===== config.mk =====
export PLATFORM = sky130hd
export DESIGN_NAME = blend_bracket_lerp_weights_core
export DESIGN_NICKNAME = d
export VERILOG_FILES = /design/src/hw/rtl/blbr_pkg.sv /design/src/hw/rtl/blbr_ram.sv /design/src/hw/rtl/blbr_ctrl.sv /design/src/hw/rtl/blbr_datapath.sv /design/src/hw/rtl/blend_bracket_lerp_weights_core.sv
export SDC_FILE = /design/constraint.sdc
export NUM_CORES = 1
export LEC_CHECK = 0
export CAP_MARGIN = 30
export CORE_MARGIN = 5
export CORE_UTILIZATION = 40
export CTS_CLUSTER_SIZE = 25
export DETAILED_ROUTE_END_ITERATION = 10
export DONT_BUFFER_PORTS = 1
export GPL_TIMING_DRIVEN = 1
export MAX_ROUTING_LAYER = met4
export PLACE_DENSITY = 0.55
export RECOVER_POWER = 25
export SKIP_LAST_GASP = 1
export SLEW_MARGIN = 5
export SYNTH_ARGS = -nofsm -noshare
export SYNTH_HDL_FRONTEND = slang
export SYNTH_HIERARCHICAL = 1
export SYNTH_SLANG_ARGS = --single-unit

===== constraint.sdc =====
create_clock -name clock -period 11.3 [get_ports clock]
set_clock_uncertainty 0.15 [all_clocks]
set_input_delay 2.26 -clock clock [delete_from_list [all_inputs] [get_ports clock]]
set_output_delay 2.26 -clock clock [all_outputs]
set_load 0.05 [all_outputs]

===== src/hw/rtl/blbr_pkg.sv =====
`timescale 1ns / 1ps
// ----------------------------------------------------------------------------
// blbr_pkg
// Shared types and constants for the 1D blend bracket and weight split block.
// ----------------------------------------------------------------------------
package blbr_pkg;

   // Table geometry
   localparam int BLBR_TABLE_DEPTH = 16;
   localparam int POS_WIDTH        = 16;
   localparam int WEIGHT_WIDTH     = 16;
   localparam int COUNT_WIDTH      = 5;
   localparam int INDEX_WIDTH      = 4;
   localparam int ACTIVE_WIDTH     = 2;

   // Fraction is Q0.15, one quotient bit per divider step
   localparam int FRAC_BITS        = 15;
   localparam int DIV_STEP_WIDTH   = $clog2(FRAC_BITS);
   localparam int PROD_WIDTH       = WEIGHT_WIDTH + FRAC_BITS;

   localparam logic [WEIGHT_WIDTH-1:0] WEIGHT_ONE   = 16'h8000;
   localparam logic [PROD_WIDTH:0]     ROUND_HALF   = (PROD_WIDTH + 1)'(1 << (FRAC_BITS - 1));

   // Operation codes
   localparam logic OP_LOAD = 1'b0;
   localparam logic OP_EVAL = 1'b1;

   // Result status codes
   localparam logic STATUS_OK  = 1'b0;
   localparam logic STATUS_ERR = 1'b1;

   // Active entry counts
   localparam logic [ACTIVE_WIDTH-1:0] ACTIVE_NONE   = 2'd0;
   localparam logic [ACTIVE_WIDTH-1:0] ACTIVE_SINGLE = 2'd1;
   localparam logic [ACTIVE_WIDTH-1:0] ACTIVE_PAIR   = 2'd2;

   // Controller states
   typedef enum logic [2:0] {
      ST_IDLE,
      ST_SCAN,
      ST_CHECK,
      ST_DIVIDE,
      ST_MULT,
      ST_FINISH
   } state_type;

   // Controller to datapath
   typedef struct packed {
      logic load;      // write one table entry
      logic start;     // capture an evaluate item
      logic scan;      // issue table reads
      logic div_init;  // set up the fraction divide
      logic div_step;  // one restoring divide step
      logic mult;      // weight times fraction
      logic out_load;  // fill the result register
   } cmd_type;

   // Datapath to controller
   typedef struct packed {
      logic scan_done;
      logic pair;
      logic div_last;
      logic out_free;
   } stat_type;

endpackage


===== src/hw/rtl/blbr_ram.sv =====
`timescale 1ns / 1ps
// ----------------------------------------------------------------------------
// blbr_ram
// Generic single write port, single read port RAM with registered read data.
// ----------------------------------------------------------------------------
module blbr_ram #(
   parameter int WIDTH = 16,
   parameter int DEPTH = 16,
   localparam int AW   = (DEPTH > 1) ? $clog2(DEPTH) : 1
) (
   input  logic             clock,
   input  logic             wr_en,
   input  logic [AW-1:0]    wr_addr,
   input  logic [WIDTH-1:0] wr_data,
   input  logic             rd_en,
   input  logic [AW-1:0]    rd_addr,
   output logic [WIDTH-1:0] rd_data
);

   logic [WIDTH-1:0] mem_ff [DEPTH];
   logic [WIDTH-1:0] rd_data_ff;

   always_ff @(posedge clock) begin
      if (wr_en) begin
         mem_ff[wr_addr] <= wr_data;
      end
      if (rd_en) begin
         rd_data_ff <= mem_ff[rd_addr];
      end
   end

   assign rd_data = rd_data_ff;

endmodule


===== src/hw/rtl/blbr_ctrl.sv =====
`timescale 1ns / 1ps
// ----------------------------------------------------------------------------
// blbr_ctrl
// Controller: sequences load, scan, divide, multiply and result hand-off.
// ----------------------------------------------------------------------------
module blbr_ctrl
   import blbr_pkg::*;
(
   input  logic     clock,
   input  logic     reset,
   input  logic     req_valid,
   input  logic     req_operation,
   input  stat_type stat,
   output cmd_type  cmd,
   output logic     req_stall
);

   state_type state_ff;
   state_type state_in;

   always_ff @(posedge clock) begin
      if (reset) begin
         state_ff <= ST_IDLE;
      end else begin
         state_ff <= state_in;
      end
   end

   // Next state
   always_comb begin
      state_in = state_ff;
      unique case (state_ff)
         ST_IDLE: begin
            if (req_valid && (req_operation == OP_EVAL)) begin
               state_in = ST_SCAN;
            end
         end
         ST_SCAN: begin
            if (stat.scan_done) begin
               state_in = ST_CHECK;
            end
         end
         ST_CHECK: begin
            state_in = stat.pair ? ST_DIVIDE : ST_FINISH;
         end
         ST_DIVIDE: begin
            if (stat.div_last) begin
               state_in = ST_MULT;
            end
         end
         ST_MULT: begin
            state_in = ST_FINISH;
         end
         ST_FINISH: begin
            if (stat.out_free) begin
               state_in = ST_IDLE;
            end
         end
         default: begin
            state_in = ST_IDLE;
         end
      endcase
   end

   // Outputs
   always_comb begin
      cmd = '0;
      unique case (state_ff)
         ST_IDLE: begin
            cmd.load  = req_valid && (req_operation == OP_LOAD);
            cmd.start = req_valid && (req_operation == OP_EVAL);
         end
         ST_SCAN: begin
            cmd.scan = 1'b1;
         end
         ST_CHECK: begin
            cmd.div_init = stat.pair;
         end
         ST_DIVIDE: begin
            cmd.div_step = 1'b1;
         end
         ST_MULT: begin
            cmd.mult = 1'b1;
         end
         ST_FINISH: begin
            cmd.out_load = stat.out_free;
         end
         default: begin
            cmd = '0;
         end
      endcase
   end

   assign req_stall = (state_ff != ST_IDLE);

endmodule


===== src/hw/rtl/blbr_datapath.sv =====
`timescale 1ns / 1ps
// ----------------------------------------------------------------------------
// blbr_datapath
// Position table, bracket search registers, restoring divider, weight
// multiplier and the result register.
// ----------------------------------------------------------------------------
module blbr_datapath
   import blbr_pkg::*;
#(
   parameter int TABLE_DEPTH = BLBR_TABLE_DEPTH
) (
   input  logic                           clock,
   input  logic                           reset,
   input  cmd_type                        cmd,
   output stat_type                       stat,
   // input item
   input  logic [INDEX_WIDTH-1:0]         req_entry_index,
   input  logic signed [POS_WIDTH-1:0]    req_position,
   input  logic signed [POS_WIDTH-1:0]    req_blend_parameter,
   input  logic [WEIGHT_WIDTH-1:0]        req_overall_weight,
   // configuration
   input  logic                           csr_write_enable,
   input  logic [COUNT_WIDTH-1:0]         csr_write_data,
   // result item
   output logic                           rsp_valid,
   input  logic                           rsp_stall,
   output logic                           rsp_status,
   output logic [ACTIVE_WIDTH-1:0]        rsp_active_count,
   output logic [INDEX_WIDTH-1:0]         rsp_first_index,
   output logic [INDEX_WIDTH-1:0]         rsp_second_index,
   output logic [WEIGHT_WIDTH-1:0]        rsp_first_weight,
   output logic [WEIGHT_WIDTH-1:0]        rsp_second_weight
);

   localparam int AW = (TABLE_DEPTH > 1) ? $clog2(TABLE_DEPTH) : 1;
   localparam int CW = $clog2(TABLE_DEPTH + 1);
   localparam int MW = (CW > COUNT_WIDTH) ? CW : COUNT_WIDTH;
   localparam int LW = (CW > INDEX_WIDTH) ? CW : INDEX_WIDTH;

   // ---------------------------------------------------------------- config
   logic [COUNT_WIDTH-1:0] entry_count_ff;

   always_ff @(posedge clock) begin
      if (reset) begin
         entry_count_ff <= COUNT_WIDTH'(1);
      end else if (csr_write_enable) begin
         entry_count_ff <= csr_write_data;
      end
   end

   // ---------------------------------------------------------------- table
   logic                        wr_en;
   logic                        rd_en;
   logic signed [POS_WIDTH-1:0] rd_pos;
   logic [CW-1:0]               scan_cnt_ff;
   logic [CW-1:0]               scan_cnt_in;
   logic [CW-1:0]               n_ff;

   // loads to entries beyond the table are dropped
   assign wr_en = cmd.load && (LW'(req_entry_index) < LW'(TABLE_DEPTH));
   assign rd_en = cmd.scan && (scan_cnt_ff < n_ff);

   blbr_ram #(
      .WIDTH (POS_WIDTH),
      .DEPTH (TABLE_DEPTH)
   ) u_table (
      .clock   (clock),
      .wr_en   (wr_en),
      .wr_addr (AW'(req_entry_index)),
      .wr_data (req_position),
      .rd_en   (rd_en),
      .rd_addr (scan_cnt_ff[AW-1:0]),
      .rd_data (rd_pos)
   );

   // ---------------------------------------------------------------- item capture
   logic signed [POS_WIDTH-1:0] param_ff;
   logic [WEIGHT_WIDTH-1:0]     weight_ff;
   logic [CW-1:0]               n_in;
   logic [MW-1:0]               count_ext;

   assign count_ext = MW'(entry_count_ff);
   assign n_in      = (count_ext > MW'(TABLE_DEPTH)) ? CW'(TABLE_DEPTH) : CW'(count_ext);

   always_ff @(posedge clock) begin
      if (cmd.start) begin
         param_ff  <= req_blend_parameter;
         weight_ff <= (req_overall_weight > WEIGHT_ONE) ? WEIGHT_ONE : req_overall_weight;
         n_ff      <= n_in;
      end
   end

   // ---------------------------------------------------------------- scan
   logic          rd_vld_ff;
   logic [AW-1:0] rd_idx_ff;

   always_comb begin
      scan_cnt_in = scan_cnt_ff;
      if (cmd.start) begin
         scan_cnt_in = '0;
      end else if (rd_en) begin
         scan_cnt_in = scan_cnt_ff + CW'(1);
      end
   end

   always_ff @(posedge clock) begin
      if (reset) begin
         rd_vld_ff <= 1'b0;
      end else begin
         rd_vld_ff <= rd_en;
      end
      scan_cnt_ff <= scan_cnt_in;
      rd_idx_ff   <= scan_cnt_ff[AW-1:0];
   end

   // Bracket registers; strict compares keep the first of equal positions
   logic                        have_lo_ff;
   logic                        have_hi_ff;
   logic signed [POS_WIDTH-1:0] lo_pos_ff;
   logic signed [POS_WIDTH-1:0] hi_pos_ff;
   logic [AW-1:0]               lo_idx_ff;
   logic [AW-1:0]               hi_idx_ff;
   logic                        lo_take;
   logic                        hi_take;

   assign lo_take = rd_vld_ff && (rd_pos <= param_ff) && (!have_lo_ff || (rd_pos > lo_pos_ff));
   assign hi_take = rd_vld_ff && (rd_pos >= param_ff) && (!have_hi_ff || (rd_pos < hi_pos_ff));

   always_ff @(posedge clock) begin
      if (cmd.start) begin
         have_lo_ff <= 1'b0;
         have_hi_ff <= 1'b0;
      end else begin
         if (lo_take) begin
            have_lo_ff <= 1'b1;
            lo_pos_ff  <= rd_pos;
            lo_idx_ff  <= rd_idx_ff;
         end
         if (hi_take) begin
            have_hi_ff <= 1'b1;
            hi_pos_ff  <= rd_pos;
            hi_idx_ff  <= rd_idx_ff;
         end
      end
   end

   logic pair;

   // exact hit lands on the same entry from both sides
   assign pair = have_lo_ff && have_hi_ff && (lo_idx_ff != hi_idx_ff);

   // ---------------------------------------------------------------- divide
   // frac = floor((P - L) * 2^15 / (U - L)), with P - L < U - L
   logic [POS_WIDTH:0]         num_full;
   logic [POS_WIDTH:0]         dist_full;
   logic [POS_WIDTH-1:0]       dist_ff;
   logic [POS_WIDTH-1:0]       rem_ff;
   logic [FRAC_BITS-1:0]       quo_ff;
   logic [DIV_STEP_WIDTH-1:0]  step_ff;
   logic [POS_WIDTH:0]         rem_shift;
   logic                       rem_ge;

   assign num_full  = {param_ff[POS_WIDTH-1], param_ff} - {lo_pos_ff[POS_WIDTH-1], lo_pos_ff};
   assign dist_full = {hi_pos_ff[POS_WIDTH-1], hi_pos_ff} - {lo_pos_ff[POS_WIDTH-1], lo_pos_ff};
   assign rem_shift = {rem_ff, 1'b0};
   assign rem_ge    = rem_shift >= {1'b0, dist_ff};

   always_ff @(posedge clock) begin
      if (cmd.div_init) begin
         dist_ff <= dist_full[POS_WIDTH-1:0];
         rem_ff  <= num_full[POS_WIDTH-1:0];
         quo_ff  <= '0;
         step_ff <= '0;
      end else if (cmd.div_step) begin
         rem_ff  <= rem_ge ? POS_WIDTH'(rem_shift - {1'b0, dist_ff}) : rem_shift[POS_WIDTH-1:0];
         quo_ff  <= {quo_ff[FRAC_BITS-2:0], rem_ge};
         step_ff <= step_ff + DIV_STEP_WIDTH'(1);
      end
   end

   // ---------------------------------------------------------------- weight split
   logic [PROD_WIDTH-1:0]   prod_ff;
   logic [PROD_WIDTH:0]     prod_rnd;
   logic [WEIGHT_WIDTH:0]   w2_full;
   logic [WEIGHT_WIDTH-1:0] w2;

   always_ff @(posedge clock) begin
      if (cmd.mult) begin
         prod_ff <= PROD_WIDTH'(weight_ff) * PROD_WIDTH'(quo_ff);
      end
   end

   // round half up, never above the overall weight
   assign prod_rnd = {1'b0, prod_ff} + ROUND_HALF;
   assign w2_full  = prod_rnd[PROD_WIDTH:FRAC_BITS];
   assign w2       = (w2_full > {1'b0, weight_ff}) ? weight_ff : w2_full[WEIGHT_WIDTH-1:0];

   // ---------------------------------------------------------------- result register
   logic                     rsp_valid_ff;
   logic                     rsp_status_ff;
   logic [ACTIVE_WIDTH-1:0]  rsp_active_count_ff;
   logic [INDEX_WIDTH-1:0]   rsp_first_index_ff;
   logic [INDEX_WIDTH-1:0]   rsp_second_index_ff;
   logic [WEIGHT_WIDTH-1:0]  rsp_first_weight_ff;
   logic [WEIGHT_WIDTH-1:0]  rsp_second_weight_ff;
   logic                     out_free;

   assign out_free = !rsp_valid_ff || !rsp_stall;

   always_ff @(posedge clock) begin
      if (reset) begin
         rsp_valid_ff <= 1'b0;
      end else if (cmd.out_load) begin
         rsp_valid_ff <= 1'b1;
      end else if (!rsp_stall) begin
         rsp_valid_ff <= 1'b0;
      end
   end

   always_ff @(posedge clock) begin
      if (cmd.out_load) begin
         priority if (pair) begin
            rsp_status_ff        <= STATUS_OK;
            rsp_active_count_ff  <= ACTIVE_PAIR;
            rsp_first_index_ff   <= INDEX_WIDTH'(lo_idx_ff);
            rsp_second_index_ff  <= INDEX_WIDTH'(hi_idx_ff);
            rsp_first_weight_ff  <= weight_ff - w2;
            rsp_second_weight_ff <= w2;
         end else if (have_lo_ff || have_hi_ff) begin
            rsp_status_ff        <= STATUS_OK;
            rsp_active_count_ff  <= ACTIVE_SINGLE;
            rsp_first_index_ff   <= have_lo_ff ? INDEX_WIDTH'(lo_idx_ff)
                                               : INDEX_WIDTH'(hi_idx_ff);
            rsp_second_index_ff  <= '0;
            rsp_first_weight_ff  <= weight_ff;
            rsp_second_weight_ff <= '0;
         end else begin
            rsp_status_ff        <= STATUS_ERR;
            rsp_active_count_ff  <= ACTIVE_NONE;
            rsp_first_index_ff   <= '0;
            rsp_second_index_ff  <= '0;
            rsp_first_weight_ff  <= '0;
            rsp_second_weight_ff <= '0;
         end
      end
   end

   assign rsp_valid         = rsp_valid_ff;
   assign rsp_status        = rsp_status_ff;
   assign rsp_active_count  = rsp_active_count_ff;
   assign rsp_first_index   = rsp_first_index_ff;
   assign rsp_second_index  = rsp_second_index_ff;
   assign rsp_first_weight  = rsp_first_weight_ff;
   assign rsp_second_weight = rsp_second_weight_ff;

   // ---------------------------------------------------------------- status
   assign stat.scan_done = (scan_cnt_ff == n_ff);
   assign stat.pair      = pair;
   assign stat.div_last  = (step_ff == DIV_STEP_WIDTH'(FRAC_BITS - 1));
   assign stat.out_free  = out_free;

endmodule


===== src/hw/rtl/blend_bracket_lerp_weights_core.sv =====
`timescale 1ns / 1ps
// ----------------------------------------------------------------------------
// blend_bracket_lerp_weights_core
// 1D blend space: brackets a blend parameter between table positions and
// splits an overall weight between the lower and upper entries.
// ----------------------------------------------------------------------------
//
//   channel   dir   handshake              payload
//   req_      in    req_valid / req_stall   operation, entry_index, position,
//                                          blend_parameter, overall_weight
//   rsp_      out   rsp_valid / rsp_stall   status, active_count, first/second
//                                          index, first/second weight
//   csr_      in    csr_write_enable        csr_write_data (entry_count)
//
// A load item leaves req_stall low. An evaluate item over n active entries keeps
// req_stall high after its accept until its hand-off. When the parameter falls
// between two entries it runs a scan through the registered RAM read port, a
// check, 15 restoring divide steps, a multiply and the hand-off; otherwise it
// runs only the scan, the check and the hand-off.
// The hand-off waits while a stalled result still sits in the output register;
// that register holds it under rsp_stall while the next item is accepted.
// Reset is synchronous; table contents are not cleared by it.
//
module blend_bracket_lerp_weights_core
   import blbr_pkg::*;
#(
   parameter int TABLE_DEPTH = BLBR_TABLE_DEPTH
) (
   input  logic                        clock,
   input  logic                        reset,
   // input items
   input  logic                        req_valid,
   output logic                        req_stall,
   input  logic                        req_operation,
   input  logic [INDEX_WIDTH-1:0]      req_entry_index,
   input  logic signed [POS_WIDTH-1:0] req_position,
   input  logic signed [POS_WIDTH-1:0] req_blend_parameter,
   input  logic [WEIGHT_WIDTH-1:0]     req_overall_weight,
   // result items
   output logic                        rsp_valid,
   input  logic                        rsp_stall,
   output logic                        rsp_status,
   output logic [ACTIVE_WIDTH-1:0]     rsp_active_count,
   output logic [INDEX_WIDTH-1:0]      rsp_first_index,
   output logic [INDEX_WIDTH-1:0]      rsp_second_index,
   output logic [WEIGHT_WIDTH-1:0]     rsp_first_weight,
   output logic [WEIGHT_WIDTH-1:0]     rsp_second_weight,
   // configuration
   input  logic                        csr_write_enable,
   input  logic [COUNT_WIDTH-1:0]      csr_write_data
);

   cmd_type  cmd;
   stat_type stat;

   blbr_ctrl u_ctrl (
      .clock         (clock),
      .reset         (reset),
      .req_valid     (req_valid),
      .req_operation (req_operation),
      .stat          (stat),
      .cmd           (cmd),
      .req_stall     (req_stall)
   );

   blbr_datapath #(
      .TABLE_DEPTH (TABLE_DEPTH)
   ) u_datapath (
      .clock               (clock),
      .reset               (reset),
      .cmd                 (cmd),
      .stat                (stat),
      .req_entry_index     (req_entry_index),
      .req_position        (req_position),
      .req_blend_parameter (req_blend_parameter),
      .req_overall_weight  (req_overall_weight),
      .csr_write_enable    (csr_write_enable),
      .csr_write_data      (csr_write_data),
      .rsp_valid           (rsp_valid),
      .rsp_stall           (rsp_stall),
      .rsp_status          (rsp_status),
      .rsp_active_count    (rsp_active_count),
      .rsp_first_index     (rsp_first_index),
      .rsp_second_index    (rsp_second_index),
      .rsp_first_weight    (rsp_first_weight),
      .rsp_second_weight   (rsp_second_weight)
   );

endmodule


==> results of run 1 <==
cells by family (layout without fill, tap and decap cells):
group / Yosys count / after routing / share of synthesized area
other: 0 / 1 / 0
adders and majority gates: 406 / 406 / 0.215
xor gates and xnor gates: 85 / 85 / 0.0254
DFF: 481 / 481 / 0.469
and+or+nand+nor: 634 / 634 / 0.109
muxes: 87 / 87 / 0.0571
buffers and inverters: 398 / 447 / 0.0523
AOI/OAI and AO/OA: 331 / 331 / 0.0724
per-layer routing:
metal	up-vias	wire length, um
met5	-	0
met4	0	2220
met3	112	3790
met2	387	31200
met1	9158	32900
li1	8466	-
cells in the mapped netlist, types with 7 or more instances:
| cell type | number |
|---|---|
| a211oi_1 | 14 |
| a21boi_1 | 9 |
| a21o_1 | 45 |
| a21oi_1 | 73 |
| a22oi_1 | 45 |
| a31oi_1 | 14 |
| and2_1 | 146 |
| and3_1 | 12 |
| buf_1 | 7 |
| clkbuf_1 | 67 |
| dfxtp_1 | 40 |
| edfxtp_1 | 441 |
| fa_1 | 183 |
| ha_1 | 220 |
| inv_1 | 306 |
| mux2i_1 | 23 |
| mux4_1 | 10 |
| mux4_2 | 54 |
| nand2_1 | 171 |
| nand2b_1 | 19 |
| nand3_1 | 28 |
| nand4_1 | 20 |
| nor2_1 | 133 |
| nor2b_1 | 45 |
| nor3_1 | 14 |
| nor3b_1 | 9 |
| o21a_1 | 15 |
| o21ai_0 | 57 |
| o21ai_1 | 14 |
| xnor2_1 | 55 |
| xor2_1 | 28 |
power by group through the flow:
stage	registers, mW	logic (mW)	clock network, mW
after CTS	2.44	1.57	1.83
after detailed placement	2.47	1.56	0
after global routing	2.46	1.75	1.90
final	2.43	1.56	1.77
after global placement	2.47	1.51	0
after floorplan	2.33	1.24	0
final timing paths:
| check | startpoint | endpoint | slack [ps] | cells past startpoint |
|---|---|---|---|---|
| max | u_datapath/weight_ff[7]$_SDFFCE_PN0P_ | u_datapath/prod_ff[30]$_DFFE_PP_ | 4120 | 23 |
| min | u_datapath/count_ext[2]$_SDFFE_PP0P_ | u_datapath/count_ext[2]$_SDFFE_PP0P_ | 380 | 2 |
| max reg2reg | u_datapath/weight_ff[7]$_SDFFCE_PN0P_ | u_datapath/prod_ff[30]$_DFFE_PP_ | 4120 | 23 |
| min reg2reg | u_datapath/count_ext[2]$_SDFFE_PP0P_ | u_datapath/count_ext[2]$_SDFFE_PP0P_ | 380 | 2 |
critical path: stages, from the launching register on:
cell      delay [ps]
edfxtp_1         690
and2_1           320
fa_1             540
inv_1             60
fa_1             540
inv_1             60
fa_1             510
fa_1             440
fa_1             540
inv_1             50
fa_1             520
inv_1             50
ha_1             330
a211o_1          270
a21oi_1          130
o21ai_0          100
a31oi_1          320
o211a_1          340
or3_1            250
a21oi_1          150
nand4_1          120
nand4b_1         130
a21oi_1          200
xnor2_1           80
layout make-up:
class                           count  area [um2]
Fill cell                        6830       41400
Multi-Input combinational cell   1543       14400
Sequential cell                   481       14000
Clock buffer                       61        1390
Tap cell                          969        1210
Inverter                          307        1150
Clock inverter                     39         435
Timing Repair Buffer               40         342
Antenna cell                        1        2.50
state kept, by name, indices dropped and copies added, names as in the netlist, 5 cells and up:
register / flops
u_datapath/rem_ff: 16
u_datapath/n_ff: 5
u_datapath/param_ff: 16
u_datapath/u_table/rd_data: 16
u_datapath/rsp_first_weight: 16
u_datapath/count_ext: 5
u_datapath/lo_pos_ff: 16
u_datapath/scan_cnt_ff: 5
u_datapath/weight_ff: 16
u_datapath/dist_ff: 16
u_datapath/quo_ff: 15
u_datapath/u_table/mem_ff: 256
u_datapath/hi_pos_ff: 16
u_datapath/prod_ff: 17
u_datapath/rsp_second_weight: 16
through the flow:
| stage | util | power, mW | worst slack, ps | cell area, um2 | hold slack [ps] |
|---|---|---|---|---|---|
| 5_1_grt | 0.444 | 6.11 | 3730 | 33000 | 377 |
| 2_1_floorplan | - | 3.57 | 4850 | 29900 | 241 |
| 4_1_cts | 0.444 | 5.83 | 4140 | 33000 | 364 |
| 3_3_place_gp | 0.418 | 3.98 | 4250 | 31100 | 336 |
| 3_5_place_dp | 0.419 | 4.03 | 4200 | 31200 | 353 |
| 6_report | 0.444 | 5.76 | 4120 | 33000 | 381 |
==> flow_metrics.py, run 1 <==
metrics = {
    "yosys": {
        "synth-seq-cells": 481,
        "seq_area_frac_synth": 0.469,
        "synth.area.top_cells": "edfxtp_1, fa_1, ha_1, mux4_2, inv_1",
        "synthesized_cell_area_um2": 29900,
        "synthDominantCellAreaShare": 0.442,
        "avg_inst_size_synth_um2": 12.4,
        "synth_flop_cell": "edfxtp_1",
        "netlist.top_cell.by_area": "edfxtp_1",
        "syn_inst": 2422,
        "synthArstFlopShare": 0,
        "yosysWarningCount": 6,
        "synthesis.nets": 2888,
        "synth_enable_flop_cells": 441,
        "yosys.cell_types.count": 80,
    },
    "route": {
        "dr_total_vias": 18100,
        "drc_errors": 0,
        "post_drt_wl_per_cell_um": 20.4,
        "first_pass_drt_iterations": 5,
        "vias_per_cell": 5.27,
        "final_wirelength_mm": 70.1,
        "ant_nets": 0,
        "detailedRoute.firstIterationViolations": 1175,
    },
    "critical_path": {
        "end_kind": "flip-flop",
        "worstPathMaxFanout": 19,
        "worstSetupStartpointType": "flip-flop",
        "timing.critical_path.arrival_ps": 7370,
        "worst-endpoint-required_ps": 11480,
        "worstSetupPathType": "flip-flop to flip-flop",
    },
    "sta": {
        "max_clock_freq_mhz": 139,
        "finalMaxSlewViolations": 61,
        "worst_pin_slew_ps": 2040,
        "tns_ps": 0,
        "min_period_over_period": 0.636,
        "hold_viol_final": 0,
        "unrepaired_setup_endpoints_after_global_routing": "false",
        "setup_viol": 0,
        "finalCriticalPeriod_ps": 7180,
        "max_slew_headroom": -0.362,
    },
    "cts": {
        "cts-hold-fix-buffers": 0,
        "clkSlewWorstSetupHoldPaths_ps": 60,
        "cts_post_setup_buffers_inserted": 0,
        "post_cts_resized": 0,
        "clock_sink_count": 481,
        "h_tree_level_count": 2,
        "clock_tree.buffer_depth": 3,
        "cts_tree": "done",
        "number_of_buffers_created_by_cts": 54,
        "insertion_delay_ps": 630,
        "library_cell_used_as_clock_root_buffer": "clkbuf_16",
    },
    "power_and_ir_drop": {
        "power.share.combinational": 0.270,
        "pwr-share-seq": 0.422,
        "irDropWorstVdd_mv": 0.127,
        "swShare": 0.331,
        "power.density_nw_per_um2": 175,
        "cellLeakagePower_nw": 13.5,
        "power.net_switching_mw": 1.91,
        "clkPwrFrac": 0.308,
        "p_int_mw": 3.85,
    },
    "die": {
        "dieWidth_um": 284,
        "floorplan.die_area_um2": 80400,
        "core_region_area_um2": 74300,
        "initial_core_util": 0.403,
        "io_pins": 108,
        "fp-row-count": 100,
        "die_y_um": 284,
    },
    "finish": {
        "nNetsFinal": 2893,
        "most-common-layout-cells": "edfxtp_1, inv_1, ha_1",
        "area_growth_syn_to_layout_pct": 10.1,
        "share_of_final_layout_standard_cells_stronger_than_drive_strength_1": 0.0866,
        "finish.cell_count_without_fillers": 3441,
        "layout.cells.most_common": "edfxtp_1",
    },
    "global_routing": {
        "globalRouteTotalUtil": 0.181,
        "grt_util_met1": 0.251,
        "grt_pass1_wl_mm": 112,
        "antenna_found_initial": 2,
        "grt_util_met2": 0.276,
        "grt_start_max_net_pins": 51,
        "via_count_of_the_first_global_routing_pass": 19100,
        "global_route.overflow_total": 0,
        "grt_use_met3": 0.0333,
        "globalRoute.busiestLayer": "met2",
    },
    "placement": {
        "numPortBuffers": 0,
        "numPlacedInstances": 3340,
        "dpl.hpwl_mm": 50.5,
        "place.gp.congestion": 0.875,
    },
    "run": {
        "drv.max_cap_violation_count": 2,
    },
    "worst_hold_path": {
        "hold_path.class": "flip-flop to flip-flop",
    },
    "outcome": {
        "failed_checks": "capacitance limit, slew limit",
        "status": "complete, but fails checks",
    },
}
(Power assumes the default switching activity.)
==> run 2: changes to the inputs <==
==> constraint.sdc (replaced) <==
create_clock -name clock -period 6.67 [get_ports clock]
set_clock_uncertainty 0.15 [all_clocks]
set_input_delay 1.334 -clock clock [delete_from_list [all_inputs] [get_ports clock]]
set_output_delay 1.334 -clock clock [all_outputs]
set_load 0.05 [all_outputs]
==> run 2 against run 1 <==
Compared with the run above:
- the run still ends with capacitance limit, slew limit left
- count of clock-buffer cells in the layout is 5 lower
- clock power is 68% higher
- sequential power is 65% higher
- core utilization is 0.70 points higher
- critical path depth is 1 higher
- via count is 1.7% higher
- design area is 1.6% higher
- power is 70% higher
- die area stayed put
- non-clock buffer count is 54 higher
- final cell count is 1.6% higher
- sequential cell count stayed put
==> flow_metrics.py, run 2 (same netlist as run 1, synthesis figures left out) <==
metrics = {
    "power_and_ir_drop": {
        "power.density_nw_per_um2": 293,
        "power.net_switching_mw": 3.25,
        "pwr-share-seq": 0.410,
        "clkPwrFrac": 0.303,
        "irDropWorstVdd_mv": 0.245,
        "p_int_mw": 6.56,
        "cellLeakagePower_nw": 13.8,
        "power.share.combinational": 0.287,
        "swShare": 0.331,
    },
    "sta": {
        "hold_viol_final": 0,
        "post-route-worst-setup-slack_ps": 237,
        "unrepaired_setup_endpoints_after_global_routing": "true",
        "finalCriticalPeriod_ps": 6430,
        "finalMaxSlewViolations": 23,
        "setup_viol": 0,
        "max_clock_freq_mhz": 155,
        "tns_ps": 0,
        "max_slew_headroom": -0.0318,
        "min_period_over_period": 0.964,
        "fin_worst_hold_slack_ps": 353,
        "worst_pin_slew_ps": 1550,
    },
    "placement": {
        "place.gp.congestion": 0.888,
        "placed_standard_cell_area_um2": 31500,
        "dpl.hpwl_mm": 51.8,
        "detailedPlace.worstSlack_ps": 35.4,
        "numPortBuffers": 0,
    },
    "global_routing": {
        "grt_start_max_net_pins": 69,
        "global_route.overflow_total": 0,
        "globalRouteTotalUtil": 0.182,
        "antenna_found_initial": 1,
        "grt_pass1_wl_mm": 113,
        "via_count_of_the_first_global_routing_pass": 19700,
    },
    "die": {
        "dieWidth_um": 284,
        "fp-row-count": 100,
        "core_region_area_um2": 74300,
        "io_pins": 108,
        "initial_core_util": 0.403,
        "floorplan.die_area_um2": 80400,
        "die_y_um": 284,
    },
    "finish": {
        "largest_reg_flops": 256,
        "largestRegisters": "u_datapath/u_table/mem_ff (256), u_datapath/prod_ff (17)",
        "most-common-layout-cells": "edfxtp_1, inv_1, ha_1",
        "nNetsFinal": 2946,
        "share_of_final_layout_standard_cells_stronger_than_drive_strength_1": 0.112,
        "layout.cells.most_common": "edfxtp_1",
        "num-fill-cells": 6752,
        "area_growth_syn_to_layout_pct": 11.8,
        "largest_register": "u_datapath/u_table/mem_ff",
        "finish.instance_area_um2": 33500,
    },
    "critical_path": {
        "path_common_cell": "fa_1",
        "critical_path.reg2reg.endpoint": "u_datapath/prod_ff[23]$_DFFE_PP_",
        "worstReg2RegStart": "u_datapath/weight_ff[9]$_SDFFCE_PN0P_",
        "crit_path_max_incr_delay_ps": 550,
        "end_kind": "flip-flop",
        "worstSetupPathType": "flip-flop to flip-flop",
        "crit_path_cell_trace": "buf_4 > and2_1 > fa_1 > inv_1 > fa_1 > inv_1 > fa_1 > fa_1 > fa_1 > inv_1 > fa_1 > inv_1 > ha_1 > a211o_1 > a21oi_1 > o21ai_1 > a31oi_2 > o211a_4 > nor3b_2 > o21a_1 > o21a_1 > o21ai_1 > nand2b_1 > xor2_1",
        "worstPathMaxFanout": 10,
        "r2r_slack_ps": 240,
        "critical_path.slowest_cell": "fa_1",
        "worst_r2r_path_depth": 24,
        "worstSetupStartpointType": "flip-flop",
        "timing.critical_path.arrival_ps": 6640,
        "worst-endpoint-required_ps": 6880,
    },
    "cts": {
        "cts_tree": "done",
        "number_of_buffers_created_by_cts": 53,
        "clock_tree.buffer_depth": 3,
        "clock_sink_count": 481,
        "clkSlewWorstSetupHoldPaths_ps": 60,
        "insertion_delay_ps": 630,
        "library_cell_used_as_clock_root_buffer": "clkbuf_16",
        "h_tree_level_count": 2,
    },
    "route": {
        "detailedRoute.firstIterationViolations": 1165,
        "final_wirelength_mm": 70.6,
        "dr_total_vias": 18400,
        "vias_per_cell": 5.28,
        "post_drt_wl_per_cell_um": 20.2,
        "first_pass_drt_iterations": 5,
        "drc_errors": 0,
        "ant_nets": 0,
    },
    "worst_hold_path": {
        "min_from": "u_datapath/count_ext[3]$_SDFFE_PP0P_",
        "whs_endpoint": "u_datapath/count_ext[3]$_SDFFE_PP0P_",
        "hold_path.class": "flip-flop to flip-flop",
        "min_path_cells": 2,
    },
    "outcome": {
        "status": "complete, but fails checks",
        "failed_checks": "capacitance limit, slew limit",
    },
    "run": {
        "drv.max_cap_violation_count": 1,
    },
}
-- run 2: cell types whose count changed in the layout (fill, tap and decap cells not counted), moves of 2 or more --
cell / previous run / this run
buf_4: 32 / 82
buf_12: 0 / 3
dfxtp_1: 40 / 38
clkinvlp_4: 5 / 7
and2_4: 0 / 3
and2_1: 146 / 143
nor3b_2: 3 / 5
buf_16: 0 / 2
nor3b_1: 9 / 7
clkbuf_1: 7 / 3
dfxtp_2: 0 / 2
-- run 2: routing by layer --
metal	wire length (um)	vias up	track usage	part of all wire
li1	-	8569	-	-
met1	32700	9343	0.251	0.46
met2	32300	412	0.280	0.46
met3	3760	114	0.0345	0.053
met4	1890	0	0.0481	0.027
met5	0	-	-	0
-- run 2: power by group through the flow --
| stage | clock network (mW) | logic, mW | registers (mW) |
|---|---|---|---|
| after floorplan | 0 | 2.10 | 3.95 |
| after global placement | 0 | 2.66 | 4.12 |
| after detailed placement | 0 | 2.79 | 4.09 |
| after CTS | 3.06 | 2.80 | 4.03 |
| after global routing | 3.19 | 3.16 | 4.06 |
| final | 2.98 | 2.82 | 4.02 |
-- run 2: layout make-up --
cell class	instances	area, um2	area share
multi-input combinational	1543	14400	0.431
timing repair buffer	94	825	0.0246
inverter	307	1150	0.0344
clock inverter	43	460	0.0138
tap	969	1210	0.0362
sequential	481	14000	0.419
clock buffer	56	1340	0.0399
antenna	2	5.00	0.000149
-- run 2: worst max-delay path by stage --
| stage | startpoint | end | depth (start not counted) |
|---|---|---|---|
| floorplan | u_datapath/weight_ff[3]$_SDFFCE_PN0P_ | u_datapath/prod_ff[23]$_DFFE_PP_ | 25 |
| global placement | u_datapath/weight_ff[7]$_SDFFCE_PN0P_ | u_datapath/prod_ff[23]$_DFFE_PP_ | 23 |
| detailed placement | u_datapath/weight_ff[8]$_SDFFCE_PN0P_ | u_datapath/prod_ff[23]$_DFFE_PP_ | 24 |
| CTS | u_datapath/weight_ff[8]$_SDFFCE_PN0P_ | u_datapath/prod_ff[23]$_DFFE_PP_ | 24 |
| global route | u_datapath/weight_ff[9]$_SDFFCE_PN0P_ | u_datapath/prod_ff[30]$_DFFE_PP_ | 22 |
| finish | u_datapath/weight_ff[9]$_SDFFCE_PN0P_ | u_datapath/prod_ff[23]$_DFFE_PP_ | 24 |
-- run 2: critical path, delay by kind of cell, from the launching register on --
| family | cells | cell delay [ps] |
|---|---|---|
| adder cells (fa/ha/maj) | 7 | 3170 |
| AND/OR/NAND/NOR | 3 | 340 |
| AO/OA/AOI/OAI | 8 | 1480 |
| flip-flops | 1 | 450 |
| XOR/XNOR | 1 | 140 |
| buffers and inverters | 5 | 460 |
-- run 2: per-stage QoR --
stage	util	instances	total power [mW]
detailed placement	0.424	3381	6.88
global route	0.451	3495	10.4
global placement	0.423	3376	6.78
finish	0.451	3495	9.82
CTS	0.448	3480	9.90
floorplan	-	2422	6.05
-- run 2: timing repair --
| item | 4_1_cts | 5_1_grt |
|---|---|---|
| resized for setup | 0 | 14 |
| setup buffers | 0 | 11 |
| setup endpoints to repair | 0 | 11 |
| hold buffers | 0 | 0 |
| hold endpoints to repair | 0 | 0 |
==> run 3: changes to the inputs <==
==> constraint.sdc (replaced) <==
create_clock -name clock -period 6.67 [get_ports clock]
set_clock_uncertainty 0.15 [all_clocks]
set_input_delay 0.667 -clock clock [delete_from_list [all_inputs] [get_ports clock]]
set_output_delay 0.667 -clock clock [all_outputs]
set_load 0.05 [all_outputs]
==> run 3 against run 2 <==
Compared with the run above:
- non-clock buffer count rose by 36
- critical path depth unchanged
- worst setup slack gained 4.0 ps
- die area unchanged
- sequential share of layout area decreased by 0.44 points
- the run still ends with capacitance limit, slew limit left
- sequential power hardly changed
- largest power group unchanged
- critical endpoint unchanged
- final cell count rose by 1.2%
- sequential cell count stayed put
==> flow_metrics.py, run 3 (same netlist as run 1, synthesis figures left out) <==
metrics = {
    "route": {
        "first_pass_drt_iterations": 5,
        "dr_total_vias": 18600,
        "final_wirelength_mm": 71.0,
        "detailroute.wirelength.met2_mm": 32.3,
        "drc_errors": 0,
        "post_drt_wl_per_cell_um": 20.1,
        "ant_nets": 0,
        "vias_per_cell": 5.25,
        "dr.max_layer_used": "met4",
        "met3_wirelength_mm": 4.09,
        "met1_length_mm": 32.7,
        "detailedRoute.firstIterationViolations": 1292,
    },
    "sta": {
        "tns_ps": 0,
        "min_period_over_period": 0.964,
        "unrepaired_setup_endpoints_after_global_routing": "true",
        "worst_pin_slew_ps": 3940,
        "max_slew_headroom": -1.63,
        "finalCriticalPeriod_ps": 6430,
        "setup_viol": 0,
        "hold_viol_final": 0,
        "finalMaxSlewViolations": 87,
        "max_clock_freq_mhz": 156,
    },
    "finish": {
        "share_of_final_layout_standard_cells_stronger_than_drive_strength_1": 0.110,
        "finish.instance_area_um2": 33800,
        "num-fill-cells": 6731,
        "largestRegisters": "u_datapath/u_table/mem_ff (256), u_datapath/prod_ff (17)",
        "largest_register": "u_datapath/u_table/mem_ff",
        "layout.cells.most_common": "edfxtp_1",
        "area_growth_syn_to_layout_pct": 13.0,
        "multi_input_area_um2": 14400,
        "nNetsFinal": 2982,
        "largest_reg_flops": 256,
        "most-common-layout-cells": "edfxtp_1, inv_1, ha_1",
        "layout.area.seq_um2": 14000,
    },
    "placement": {
        "place.gp.congestion": 0.888,
        "numPortBuffers": 0,
        "placed_standard_cell_area_um2": 31500,
        "dpl.hpwl_mm": 51.8,
    },
    "critical_path": {
        "path_common_cell": "fa_1",
        "worst-endpoint-required_ps": 6880,
        "timing.critical_path.arrival_ps": 6640,
        "critical_path.n_buffers_inverters": 5,
        "critical_path.slowest_cell": "fa_1",
        "crit_path_max_incr_delay_ps": 550,
        "worstSetupStartpointType": "flip-flop",
        "crit_path_cell_trace": "buf_4 > and2_1 > fa_1 > inv_1 > fa_1 > inv_1 > fa_1 > fa_1 > fa_1 > inv_1 > fa_1 > inv_1 > ha_1 > a211o_1 > a21oi_1 > o21ai_1 > a31oi_2 > o211a_4 > nor3b_2 > o21a_1 > o21a_1 > o21ai_1 > nand2b_1 > xor2_1",
        "critical_path.top_delay_family": "adder cells",
        "worstSetupPathType": "flip-flop to flip-flop",
        "end_kind": "flip-flop",
        "worstPathMaxFanout": 10,
    },
    "cts": {
        "clock_tree.buffer_depth": 3,
        "h_tree_level_count": 2,
        "insertion_delay_ps": 630,
        "number_of_buffers_created_by_cts": 53,
        "clkSlewWorstSetupHoldPaths_ps": 60,
        "library_cell_used_as_clock_root_buffer": "clkbuf_16",
        "cts_tree": "done",
        "clock_sink_count": 481,
    },
    "die": {
        "initial_core_util": 0.403,
        "dieWidth_um": 284,
        "die_y_um": 284,
        "floorplan.die_area_um2": 80400,
        "core_region_area_um2": 74300,
        "fp-row-count": 100,
        "io_pins": 108,
    },
    "worst_hold_path": {
        "hold_path.class": "input port to flip-flop",
    },
    "power_and_ir_drop": {
        "cellLeakagePower_nw": 14.0,
        "irDropWorstVdd_mv": 0.247,
        "finalPower_mw": 9.88,
        "power.density_nw_per_um2": 292,
    },
    "outcome": {
        "failed_checks": "capacitance limit, slew limit",
        "status": "complete, but fails checks",
    },
    "global_routing": {
        "antenna_found_initial": 7,
        "via_count_of_the_first_global_routing_pass": 19800,
        "grt_pass1_wl_mm": 113,
        "global_route.overflow_total": 0,
        "globalRouteTotalUtil": 0.183,
        "grt_start_max_net_pins": 69,
    },
    "run": {
        "drv.max_cap_violation_count": 2,
    },
}
==> run 3: path summary, 6_finish.rpt <==
check	startpoint	end	slack [ps]	cells after the start
min reg2reg	u_datapath/count_ext[3]$_SDFFE_PP0P_	u_datapath/count_ext[3]$_SDFFE_PP0P_	350	2
max reg2reg	u_datapath/weight_ff[9]$_SDFFCE_PN0P_	u_datapath/prod_ff[23]$_DFFE_PP_	240	24
min	csr_write_data[3]	u_datapath/count_ext[3]$_SDFFE_PP0P_	50	2
max	u_datapath/weight_ff[9]$_SDFFCE_PN0P_	u_datapath/prod_ff[23]$_DFFE_PP_	240	24
==> run 3: area by class of cell <==
cell class / instances / area share
Multi-Input combinational cell: 1543 / 0.427
Sequential cell: 481 / 0.415
Clock buffer: 56 / 0.0395
Tap cell: 969 / 0.0358
Timing Repair Buffer: 130 / 0.0343
Inverter: 307 / 0.0341
Clock inverter: 43 / 0.0136
Antenna cell: 9 / 0.000666
==> run 3: where the power goes <==
group / switching (mW) / total, mW / leakage, nW / internal (mW)
sequential: 0.371 / 4.02 / 4.34 / 3.65
clock: 1.27 / 2.98 / 0.861 / 1.71
combinational: 1.63 / 2.87 / 8.76 / 1.24
total: 3.28 / 9.88 / 14.0 / 6.60
==> run 3: routing by layer <==
metal  GRT usage  vias up
met5           -        -
met4      0.0481        0
met3      0.0351      116
met2       0.282      449
met1       0.252     9339
li1            -     8662
==> run 3: metrics by stage <==
stage | setup slack [ps] | hold slack, ps | cells | utilization
floorplan | 217 | 241 | 2422 | -
CTS | 7.44 | 16.5 | 3516 | 0.453
finish | 241 | 54.5 | 3538 | 0.455
global route | -11.2 | 55.5 | 3538 | 0.455
global placement | 110 | 324 | 3376 | 0.423
detailed placement | 35.4 | 334 | 3381 | 0.424
==> run 3: worst reg2reg max path: stages (launching register included) <==
cell	delay, ps
edfxtp_1	450
buf_4	220
and2_1	190
fa_1	500
inv_1	60
fa_1	400
inv_1	80
fa_1	430
fa_1	520
fa_1	550
inv_1	60
fa_1	540
inv_1	40
ha_1	230
a211o_1	270
a21oi_1	130
o21ai_1	100
a31oi_2	230
o211a_4	230
nor3b_2	70
o21a_1	210
o21a_1	190
o21ai_1	120
nand2b_1	80
xor2_1	140
==> run 3: repair_timing <==
item | in CTS | in global routing
gates resized for setup | 0 | 14
endpoints found under the setup margin | 0 | 11
endpoints found under the hold margin | 282 | 0
setup buffers | 0 | 11
hold buffers | 36 | 0
